**src/hw/rtl/fbfla_pkg.sv**
```systemverilog
`default_nettype none
// ----------------------------------------------------------------------------
// fbfla_pkg
// shared types and constants of the fixed block free list allocator
// ----------------------------------------------------------------------------
package fbfla_pkg;

    localparam int POOL_BLOCKS_DEF = 8;

    localparam int LINK_W = 9;
    localparam logic [LINK_W-1:0] EMPTY_MARK = 9'h100;

    localparam logic OP_ALLOC = 1'b0;
    localparam logic OP_FREE  = 1'b1;

    localparam logic [2:0] ST_OK              = 3'd0;
    localparam logic [2:0] ST_EXHAUSTED       = 3'd1;
    localparam logic [2:0] ST_BAD_ALLOC_COUNT = 3'd2;
    localparam logic [2:0] ST_OUT_OF_POOL     = 3'd3;
    localparam logic [2:0] ST_FREE_IGNORED    = 3'd4;

    typedef struct packed {
        logic load;
        logic exec;
    } t_dp_cmd;

endpackage
`default_nettype wire

```
**src/hw/rtl/fbfla_ctrl.sv**
```systemverilog
`default_nettype none
// ----------------------------------------------------------------------------
// fbfla_ctrl
// request sequencer: takes a transaction, then runs its execute cycle
// ----------------------------------------------------------------------------
module fbfla_ctrl
    import fbfla_pkg::*;
(
    input  wire logic    i_clk,
    input  wire logic    i_rst_n,
    input  wire logic    start,
    output logic         busy,
    output t_dp_cmd      o_cmd
);

    typedef enum logic {
        S_IDLE,
        S_EXEC
    } t_state;

    t_state r_state;
    logic   r_busy;

    always_comb begin
        o_cmd.load = start && !r_busy;
        o_cmd.exec = (r_state == S_EXEC);
    end

    assign busy = r_busy;

    always_ff @(posedge i_clk) begin
        if (!i_rst_n) begin
            r_state <= S_IDLE;
            r_busy  <= 1'b0;
        end else begin
            unique case (r_state)
                S_IDLE: begin
                    if (start) begin
                        r_state <= S_EXEC;
                        r_busy  <= 1'b1;
                    end
                end
                S_EXEC: begin
                    r_state <= S_IDLE;
                    r_busy  <= 1'b0;
                end
                default: begin
                    r_state <= S_IDLE;
                    r_busy  <= 1'b0;
                end
            endcase
        end
    end

endmodule
`default_nettype wire

```
**src/hw/rtl/fbfla_dp.sv**
```systemverilog
`default_nettype none
// ----------------------------------------------------------------------------
// fbfla_dp
// datapath: link memory, head pointer, allocated count and result register
// ----------------------------------------------------------------------------
module fbfla_dp
    import fbfla_pkg::*;
#(
    parameter int POOL_BLOCKS = POOL_BLOCKS_DEF
)(
    input  wire logic       i_clk,
    input  wire logic       i_rst_n,
    input  wire t_dp_cmd    i_cmd,
    input  wire logic       i_op,
    input  wire logic [7:0] i_block_index,
    input  wire logic [7:0] i_req_count,
    output logic            o_valid,
    output logic [7:0]      o_granted_index,
    output logic [2:0]      o_status,
    output logic [7:0]      o_used_blocks,
    output logic [7:0]      o_free_blocks
);

    localparam int AW = (POOL_BLOCKS > 1) ? $clog2(POOL_BLOCKS) : 1;
    localparam logic [LINK_W-1:0] POOL_L = LINK_W'(POOL_BLOCKS);
    localparam logic [AW-1:0] LAST_ADDR = AW'(POOL_BLOCKS - 1);

    logic [LINK_W-1:0] mem [POOL_BLOCKS];
    logic [POOL_BLOCKS-1:0] r_link_valid;

    logic [LINK_W-1:0] r_head;
    logic [7:0]        r_used;

    logic              r_op;
    logic [7:0]        r_idx;
    logic [7:0]        r_cnt;
    logic [AW-1:0]     r_rd_addr;
    logic [LINK_W-1:0] r_rd_data;
    logic              r_rd_valid;

    logic [LINK_W-1:0] n_head;
    logic [7:0]        n_used;
    logic [7:0]        n_granted;
    logic [2:0]        n_status;
    logic              n_wr;
    logic [LINK_W-1:0] link_val;
    logic [AW-1:0]     rd_addr;
    logic              head_ok;
    logic              idx_ok;

    assign head_ok = (r_head < POOL_L);
    assign idx_ok  = ({1'b0, r_idx} < POOL_L);
    assign rd_addr = head_ok ? r_head[AW-1:0] : '0;

    // unwritten entries read as their reset link
    always_comb begin
        if (r_rd_valid) begin
            link_val = r_rd_data;
        end else if (r_rd_addr == LAST_ADDR) begin
            link_val = EMPTY_MARK;
        end else begin
            link_val = LINK_W'(r_rd_addr) + LINK_W'(1);
        end
    end

    always_comb begin
        n_head    = r_head;
        n_used    = r_used;
        n_granted = 8'd0;
        n_status  = ST_OK;
        n_wr      = 1'b0;
        if (r_op == OP_ALLOC) begin
            if (r_cnt != 8'd1) begin
                n_status = ST_BAD_ALLOC_COUNT;
            end else if (!head_ok) begin
                n_status = ST_EXHAUSTED;
            end else begin
                n_granted = r_head[7:0];
                n_head    = link_val;
                if (r_used != 8'hff) begin
                    n_used = r_used + 8'd1;
                end
            end
        end else begin
            if (r_cnt != 8'd1) begin
                n_status = ST_FREE_IGNORED;
            end else if (!idx_ok) begin
                n_status = ST_OUT_OF_POOL;
            end else begin
                n_wr   = 1'b1;
                n_head = {1'b0, r_idx};
                if (r_used != 8'd0) begin
                    n_used = r_used - 8'd1;
                end
            end
        end
    end

    always_ff @(posedge i_clk) begin
        if (i_cmd.load) begin
            r_rd_data <= mem[rd_addr];
        end
        if (i_cmd.exec && n_wr) begin
            mem[r_idx[AW-1:0]] <= r_head;
        end
    end

    always_ff @(posedge i_clk) begin
        if (i_cmd.load) begin
            r_op       <= i_op;
            r_idx      <= i_block_index;
            r_cnt      <= i_req_count;
            r_rd_addr  <= rd_addr;
            r_rd_valid <= r_link_valid[rd_addr];
        end
        if (i_cmd.exec) begin
            o_granted_index <= n_granted;
            o_status        <= n_status;
            o_used_blocks   <= n_used;
            if ({1'b0, n_used} >= POOL_L) begin
                o_free_blocks <= 8'd0;
            end else begin
                o_free_blocks <= 8'(POOL_L - {1'b0, n_used});
            end
        end
    end

    always_ff @(posedge i_clk) begin
        if (!i_rst_n) begin
            r_head       <= '0;
            r_used       <= '0;
            r_link_valid <= '0;
            o_valid      <= 1'b0;
        end else begin
            o_valid <= i_cmd.exec;
            if (i_cmd.exec) begin
                r_head <= n_head;
                r_used <= n_used;
                if (n_wr) begin
                    r_link_valid[r_idx[AW-1:0]] <= 1'b1;
                end
            end
        end
    end

endmodule
`default_nettype wire

```
**src/hw/rtl/fixed_block_free_list_allocator_unit.sv**
```systemverilog
`default_nettype none
// sequence: an accepted start loads the request and reads the link memory,
//   then the execute state updates the head and registers the o_valid strobe;
//   busy holds off a new transaction until the execute state is done
// reset: synchronous active low; head at block 0, no blocks allocated,
//   link memory reads as its initial chain at once
// results cannot be stalled: o_valid is high for exactly one cycle
// ----------------------------------------------------------------------------
// fixed_block_free_list_allocator_unit
// fixed size block pool with a lifo free list of block indices
// ----------------------------------------------------------------------------
module fixed_block_free_list_allocator_unit
    import fbfla_pkg::*;
#(
    parameter int POOL_BLOCKS = POOL_BLOCKS_DEF
)(
    input  wire logic       i_clk,
    input  wire logic       i_rst_n,
    input  wire logic       start,
    output logic            busy,
    input  wire logic       i_op,
    input  wire logic [7:0] i_block_index,
    input  wire logic [7:0] i_req_count,
    output logic            o_valid,
    output logic [7:0]      o_granted_index,
    output logic [2:0]      o_status,
    output logic [7:0]      o_used_blocks,
    output logic [7:0]      o_free_blocks
);

    t_dp_cmd cmd;

    fbfla_ctrl u_ctrl (
        .i_clk   (i_clk),
        .i_rst_n (i_rst_n),
        .start   (start),
        .busy    (busy),
        .o_cmd   (cmd)
    );

    fbfla_dp #(
        .POOL_BLOCKS (POOL_BLOCKS)
    ) u_dp (
        .i_clk           (i_clk),
        .i_rst_n         (i_rst_n),
        .i_cmd           (cmd),
        .i_op            (i_op),
        .i_block_index   (i_block_index),
        .i_req_count     (i_req_count),
        .o_valid         (o_valid),
        .o_granted_index (o_granted_index),
        .o_status        (o_status),
        .o_used_blocks   (o_used_blocks),
        .o_free_blocks   (o_free_blocks)
    );

endmodule
`default_nettype wire

```
**config.mk**
```make
export PLATFORM = sky130hd
export DESIGN_NAME = fixed_block_free_list_allocator_unit
export DESIGN_NICKNAME = d
export VERILOG_FILES = /design/src/hw/rtl/fbfla_pkg.sv /design/src/hw/rtl/fbfla_ctrl.sv /design/src/hw/rtl/fbfla_dp.sv /design/src/hw/rtl/fixed_block_free_list_allocator_unit.sv
export SDC_FILE = /design/constraint.sdc
export NUM_CORES = 1
export LEC_CHECK = 0
export BUFFER_PORTS_ARGS = -buffer_cell sky130_fd_sc_hd__buf_2
export CORE_AREA = 5 5 161 86
export DETAILED_ROUTE_END_ITERATION = 6
export DIE_AREA = 0 0 166 91
export MAX_ROUTING_LAYER = met4
export PLACE_DENSITY_LB_ADDON = 0.12
export SETUP_SLACK_MARGIN = 0.02
export SYNTH_ARGS = -nofsm -noshare
export SYNTH_HDL_FRONTEND = slang
export SYNTH_SLANG_ARGS = --single-unit
```
**constraint.sdc**
```tcl
create_clock -name i_clk -period 2.4 [get_ports i_clk]
set_input_delay 0.24 -clock i_clk [delete_from_list [all_inputs] [get_ports i_clk]]
set_output_delay 0.24 -clock i_clk [all_outputs]
set_load 0.02 [all_outputs]
```
==> results of run 1 <==
per-layer routing:
layer / track usage, % / vias to the layer above
met5: - / -
met1: 32.93 / 2269
met4: 5.697 / 0
li1: - / 2206
met3: 5.249 / 18
met2: 28.83 / 199
worst max-delay path: stages, from the launching register on:
cell	delay [ps]
dfxtp_2	320
or4_4	540
or3_4	410
or3_4	410
o31ai_4	200
a21oi_2	90
nand4bb_4	230
nor3_1	200
stage by stage:
stage	setup TNS, ps	hold slack, ps	instances	instance area, um^2	utilization [%]
finish	-747.7	9.152	841	8461	68.78
floorplan	-374.0	338.9	524	6579	-
global route	-4094	0.09673	841	8461	68.78
detailed placement	-3455	418.1	790	7518	61.12
global placement	-2367	415.8	790	7518	61.12
CTS	-482.5	5.217	838	8339	67.80
final cells by class:
| type | count | share of cell area, % |
|---|---|---|
| Sequential cell | 157 | 52.45 |
| Inverter | 16 | 0.7098 |
| Timing Repair Buffer | 147 | 12.70 |
| Tap cell | 170 | 2.514 |
| Clock buffer | 17 | 5.028 |
| Multi-Input combinational cell | 320 | 25.01 |
| Clock inverter | 14 | 1.582 |
power breakdown:
group,switching (mW),internal [mW],total [mW],leakage (nW)
registers,0.0431,2.99,3.03,1.44
clock network,1.15,1.44,2.59,0.255
logic,0.169,0.128,0.297,1.46
how the worst min path moves through the flow:
| stage | startpoint | end | slack (ps) | cells past startpoint |
|---|---|---|---|---|
| after floorplan | i_req_count[0] | u_dp.r_cnt[0] | 340 | 0 |
| after global placement | i_block_index[2] | u_dp.r_idx[2] | 420 | 1 |
| after detailed placement | i_req_count[5] | u_dp.r_cnt[5] | 420 | 1 |
| after CTS | i_block_index[0] | u_dp.r_idx[0] | 5 | 1 |
| after global routing | i_block_index[0] | u_dp.r_idx[0] | 0.1 | 1 |
| final | i_block_index[0] | u_dp.r_idx[0] | 9 | 1 |
logic make-up after synthesis:
logic type                 after synthesis  synth area share (%)
muxes                                   15                 2.340
and+or+nand+nor                        212                 15.92
other                                    1               0.05796
DFF                                    157                 68.54
xor gates and xnor gates                 3                0.4062
buffers and inverters                   47                 2.823
adders and majority gates                6                 1.160
AOI/OAI and AO/OA                       75                 8.761
cell usage in the layout, fill, tap and decap left out, types with 3 or more instances in the layout:
| cell type | count |
|---|---|
| dlygate4sd3_1 | 16 |
| o21ai_0 | 5 |
| nor2_1 | 58 |
| nor2_4 | 3 |
| clkinvlp_4 | 6 |
| a221oi_1 | 11 |
| mux2i_2 | 3 |
| a211oi_1 | 15 |
| clkbuf_16 | 17 |
| nor3_2 | 3 |
| nand3b_1 | 4 |
| nor3_1 | 8 |
| a21oi_1 | 12 |
| dfxtp_2 | 3 |
| buf_6 | 7 |
| a22oi_1 | 5 |
| buf_2 | 48 |
| conb_1 | 9 |
| buf_4 | 72 |
| inv_1 | 11 |
| ha_1 | 5 |
| inv_6 | 5 |
| nand3_1 | 28 |
| mux2i_1 | 10 |
| nand4_1 | 7 |
| a31o_2 | 10 |
| edfxtp_1 | 129 |
| dfxtp_1 | 25 |
| a211oi_2 | 4 |
| nand2_1 | 64 |
| inv_2 | 4 |
timing repair:
action	in CTS	in global routing
gates resized for setup	20	28
hold buffers	16	0
endpoints found under the setup margin	76	109
buffers inserted	1	2
pin swaps	4	4
cloned	0	2
hold endpoints to repair	16	0
==> metrics.yaml, run 1 <==
numCtsBuffers: 17
endpoint: "u_dp.o_free_blocks[2]"
crit_arrival_ps: 2810
grt_max_degree: 31
wl_met1_um: 8211
fin_ws_ps: -152.3
reg2reg_slack_ps: -150
post_drt_wl_per_cell_um: 18.97
drive_gt1_share_pct: 33.08
path_max_fanout: 6
grt_pass1_wl_um: 24630
critPathLaunch: "u_dp.r_head[3]"
ys_top_cells_by_area: "edfxtp_1 60%, dfxtp_1 8.7%, nand2_1 3.8%"
setup.worst_path.end_class: "flop"
grt_usage_pct: 21.62
yosys_warnings: 0
viasPerCell: 5.579
p_leak_nw: 3.159
fmax_mhz: 391.8
avgSynthCellArea_um2: 12.54
hp-class: "input pin to flop"
synth_cell_types: 54
synthFlopType: "edfxtp_1"
pre_cts_ws_ps: -291.8
ant_nets: 0
globalplace.congestion: 0.9057
finalNetCount: 685
ys_seq_area_share_pct: 68.54
diodes: 0
clkTransAtPathRegs_ps: 60
reg2reg_depth: 7
finClkSkew_ps: 10.86
first_pass_iters: 5
syn_area_mm2: 0.006470
grt_antenna_before_repair: 0
nFillCells: 899
yosysTopAreaCellShare_pct: 59.87
clock_latency_ps: 430
timing.final.crit_share_pct: 106.3
synth_most_common_cell: "edfxtp_1"
syn_inst: 516
drt_iter0_drc: 568
hpwlAfterDp_um: 10870
worst_slew_pin_slew_ps: 516.5
core_mm2: 0.01230
cts-root-buf: "clkbuf_16"
critPathKind: "flop to flop"
yosysTopAreaCell: "edfxtp_1"
ys_top_cells_by_count: "129 x edfxtp_1, 66 x nand2_1, 62 x nor2_1"
grt_pass1_vias: 4480
r2r-start: "u_dp.r_head[3]"
largest_register_ffs: 72
initial_core_util_pct: 52.60
die_y_um: 91
wl_met2_um: 6446
routed-wl-met3_um: 1160
row_count: 29
maxCapViolCount: 0
synth-seq-cells: 157
critPathRequiredTime_ps: 2660
synth-edff-count: 129
slew_violations: 0
slew_headroom_pct: 65.52
power_density_mw_per_mm2: 699.0
multi_input_area_mm2: 0.002116
io_pins: 49
dieArea_mm2: 0.01511
clock-sinks: 157
port_buffers: 48
ys_async_sr_fraction_pct: 0
rsz0062_at_grt: "true"
outcome: "finished with violations"
timing.rr.end: "u_dp.o_free_blocks[2]"
fp.dieW_um: 166
gr-total-overflow: 0
drt-total-wl_um: 15960
post-route-min-period_ps: 2552
final_hold_viol_count: 0
finalPower_mw: 5.914
clk_path_buf_depth: 2
failed_checks: "setup timing"
top_layer: "met4"
routed-via-count: 4692
remaining_drc_errors: 0
critPathLaunchType: "flop"
htreeDepth: 4
cts_tree: "yes"
setup_violations: 11
peakVddDrop_mv: 0.3901
ff_latch_area_mm2: 0.004438
syn2layout_area_growth_pct: 30.77
No activity file was read; power rests on OpenSTA's default activity.
==> inputs of run 2 (changes only) <==
--- a/constraint.sdc
+++ b/constraint.sdc
@@ -3,2 +3,2 @@
 set_output_delay 0.24 -clock i_clk [all_outputs]
-set_load 0.02 [all_outputs]
+set_load 0.1 [all_outputs]
==> run 2 against run 1 <==
- highest routed layer unchanged
- design area down 0.87%
- sequential share of layout area rose by 0.46 points
- the run still ends with setup timing left
- sequential power barely moved
- first-iteration DRC count fell by 11%
- via count is 0.85% lower
- routed wire length grew 3.8%
- clock power grew 7%
- largest cell class unchanged
- total power is 5.0% higher
- setup slack improved by 18 ps
==> metrics.yaml, run 2 (synthesized netlist as in run 1, its figures left out) <==
outcome: "finished with violations"
failed_checks: "setup timing"
ant_nets: 0  # unchanged
grt_antenna_before_repair: 0  # unchanged
setup-tns-final_ps: -602.4  # +145.4 ps
io_pins: 49  # unchanged
reg2reg_depth: 8  # +1
row_count: 29  # unchanged
gr-total-overflow: 0  # unchanged
numCtsBuffers: 17  # unchanged
p_sw_share_pct: 22.95  # -0.075 points
hp-class: "input pin to flop"
setup_violations: 7  # -4
seqPwrFrac_pct: 48.8  # -2.4 points
grt_pass1_wl_um: 26150  # +6.2%
p_int_mw: 4.785  # +5.1%
htreeDepth: 4  # unchanged
fin_ws_ps: -134.0  # +18.28 ps
clkTransAtPathRegs_ps: 60  # about the same
hold_ws_ps: 17.49  # +8.340 ps
diodes: 0  # unchanged
dieArea_mm2: 0.01511  # unchanged
pre_cts_ws_ps: -296.5  # -4.679 ps
grt_usage_pct: 23.29  # +1.7 points
setup.worst_path.end_class: "flop"
dp_cells: 790  # unchanged
maxCapViolCount: 0  # unchanged
layoutNonFillerInstCount: 837  # -0.48%
p_leak_nw: 3.168  # +0.28%
clock-sinks: 157  # unchanged
power_switching_mw: 1.426  # +4.7%
routed-via-count: 4652  # -0.85%
final_hold_viol_count: 0  # unchanged
post_drt_wl_per_cell_um: 19.79  # +4.3%
worst_slew_pin_slew_ps: 786.4  # +270.0 ps
globalplace.congestion: 0.9019  # -0.42%
cts-root-buf: "clkbuf_16"
r2r-start: "u_dp.r_head[3]"
die_y_um: 91  # unchanged
grt_pass1_vias: 4517  # +0.83%
hpwlAfterDp_um: 11410  # +5.0%
slew_headroom_pct: 47.25  # -18 points
critPathRequiredTime_ps: 2570  # -90 ps
min_from: "i_req_count[7]"
reg2reg_slack_ps: -130  # +20 ps
drive_gt1_share_pct: 31.48  # -1.6 points
viasPerCell: 5.558  # -0.38%
remaining_drc_errors: 0  # unchanged
post-route-min-period_ps: 2534  # -18.28 ps
critPathLaunchType: "flop"
drt-total-wl_um: 16570  # +3.8%
core_mm2: 0.01230  # unchanged
first_pass_iters: 5  # unchanged
slew_violations: 0  # unchanged
clock_latency_ps: 420  # about the same
whs_endpoint: "u_dp.r_cnt[7]"
finClkSkew_ps: 7.155  # -3.704 ps
initial_core_util_pct: 52.60  # unchanged
clk_path_buf_depth: 2  # unchanged
port_buffers: 48  # unchanged
fp.dieW_um: 166  # unchanged
fmax_mhz: 394.6  # +0.72%
power_density_mw_per_mm2: 740.6  # +5.9%
critPathKind: "flop to flop"
path_max_fanout: 6  # unchanged
min_path_cells: 1  # unchanged
timing.rr.end: "u_dp.o_free_blocks[2]"
cts_tree: "yes"
drt_iter0_drc: 508  # -11%
grt_max_degree: 31  # unchanged
rsz0062_at_grt: "true"
peakVddDrop_mv: 0.4398  # +13%
largest_register_ffs: 72  # unchanged
mostFrequentLayoutCells: "129 x edfxtp_1, 76 x buf_4, 65 x nand2_1"
nFillCells: 898  # -0.11%
crit_arrival_ps: 2700  # -110 ps
clockPowerShare_pct: 44.5  # +0.7 points
finalNetCount: 680  # -0.73%
final_util_pct: 68.18  # -0.60 points
timing.final.crit_share_pct: 105.6  # -0.76 points
final_common_cell: "edfxtp_1"
syn2layout_area_growth_pct: 29.63
combPwrFrac_pct: 6.7  # +1.7 points
## run 2: worst max-delay path, stage by stage (launching register included)
cell	delay [ps]
dfxtp_2	330
or4_4	540
or3_4	400
or3_4	380
mux2i_1	170
a21oi_2	60
ha_2	200
xnor2_2	160
nor3_2	50
## run 2: worst max path at each step
stage                    from                     to  slack (ps)  cells past startpoint
6_report       u_dp.r_head[3]  u_dp.o_free_blocks[2]        -130                      8
5_1_grt        u_dp.r_head[3]  u_dp.o_free_blocks[2]        -190                      8
4_1_cts        u_dp.r_head[3]  u_dp.o_free_blocks[2]        -110                      7
3_5_place_dp   u_dp.r_head[3]  u_dp.o_free_blocks[2]        -300                      6
3_3_place_gp   u_dp.r_head[3]  u_dp.o_free_blocks[2]        -200                      6
2_1_floorplan  u_dp.r_head[3]  u_dp.o_free_blocks[2]        -150                      9
## run 2: routing by layer
metal | part of all wire, % | up-vias | wire length, um | global-route usage, %
li1 | - | 2195 | - | -
met1 | 53 | 2273 | 8736 | 37.78
met2 | 38 | 173 | 6232 | 28.12
met3 | 9.1 | 11 | 1501 | 6.594
met4 | 0.59 | 0 | 97 | 5.148
met5 | 0 | - | 0 | -
## run 2: stage by stage
step           instance area [um^2]  power (mW)
2_1_floorplan                  6560       3.342
3_3_place_gp                   7510       3.463
3_5_place_dp                   7510       3.466
4_1_cts                        8324       6.224
5_1_grt                        8387       6.420
6_report                       8387       6.211
## run 2: repair_timing
action	in CTS	in global routing
endpoints found under the hold margin	13	0
hold buffers	13	0
pin swaps	2	4
buffers inserted	2	0
endpoints found under the setup margin	24	40
gates resized for setup	12	12
## run 2: power by group through the flow
stage / registers [mW] / clock network, mW / logic, mW
2_1_floorplan: 3.22 / 0 / 0.125
3_3_place_gp: 3.08 / 0 / 0.379
3_5_place_dp: 3.09 / 0 / 0.380
4_1_cts: 3.03 / 2.79 / 0.402
5_1_grt: 3.04 / 2.94 / 0.440
6_report: 3.03 / 2.76 / 0.414
## run 2: cell type report
| class | instances | area (um^2) | share of cell area (%) |
|---|---|---|---|
| clock inverter | 12 | 161.4 | 1.925 |
| clock buffer | 20 | 446.7 | 5.326 |
| inverter | 16 | 60.06 | 0.7161 |
| tap | 170 | 212.7 | 2.536 |
| sequential | 157 | 4438 | 52.92 |
| multi-input combinational | 320 | 2044 | 24.38 |
| timing repair buffer | 142 | 1023 | 12.20 |
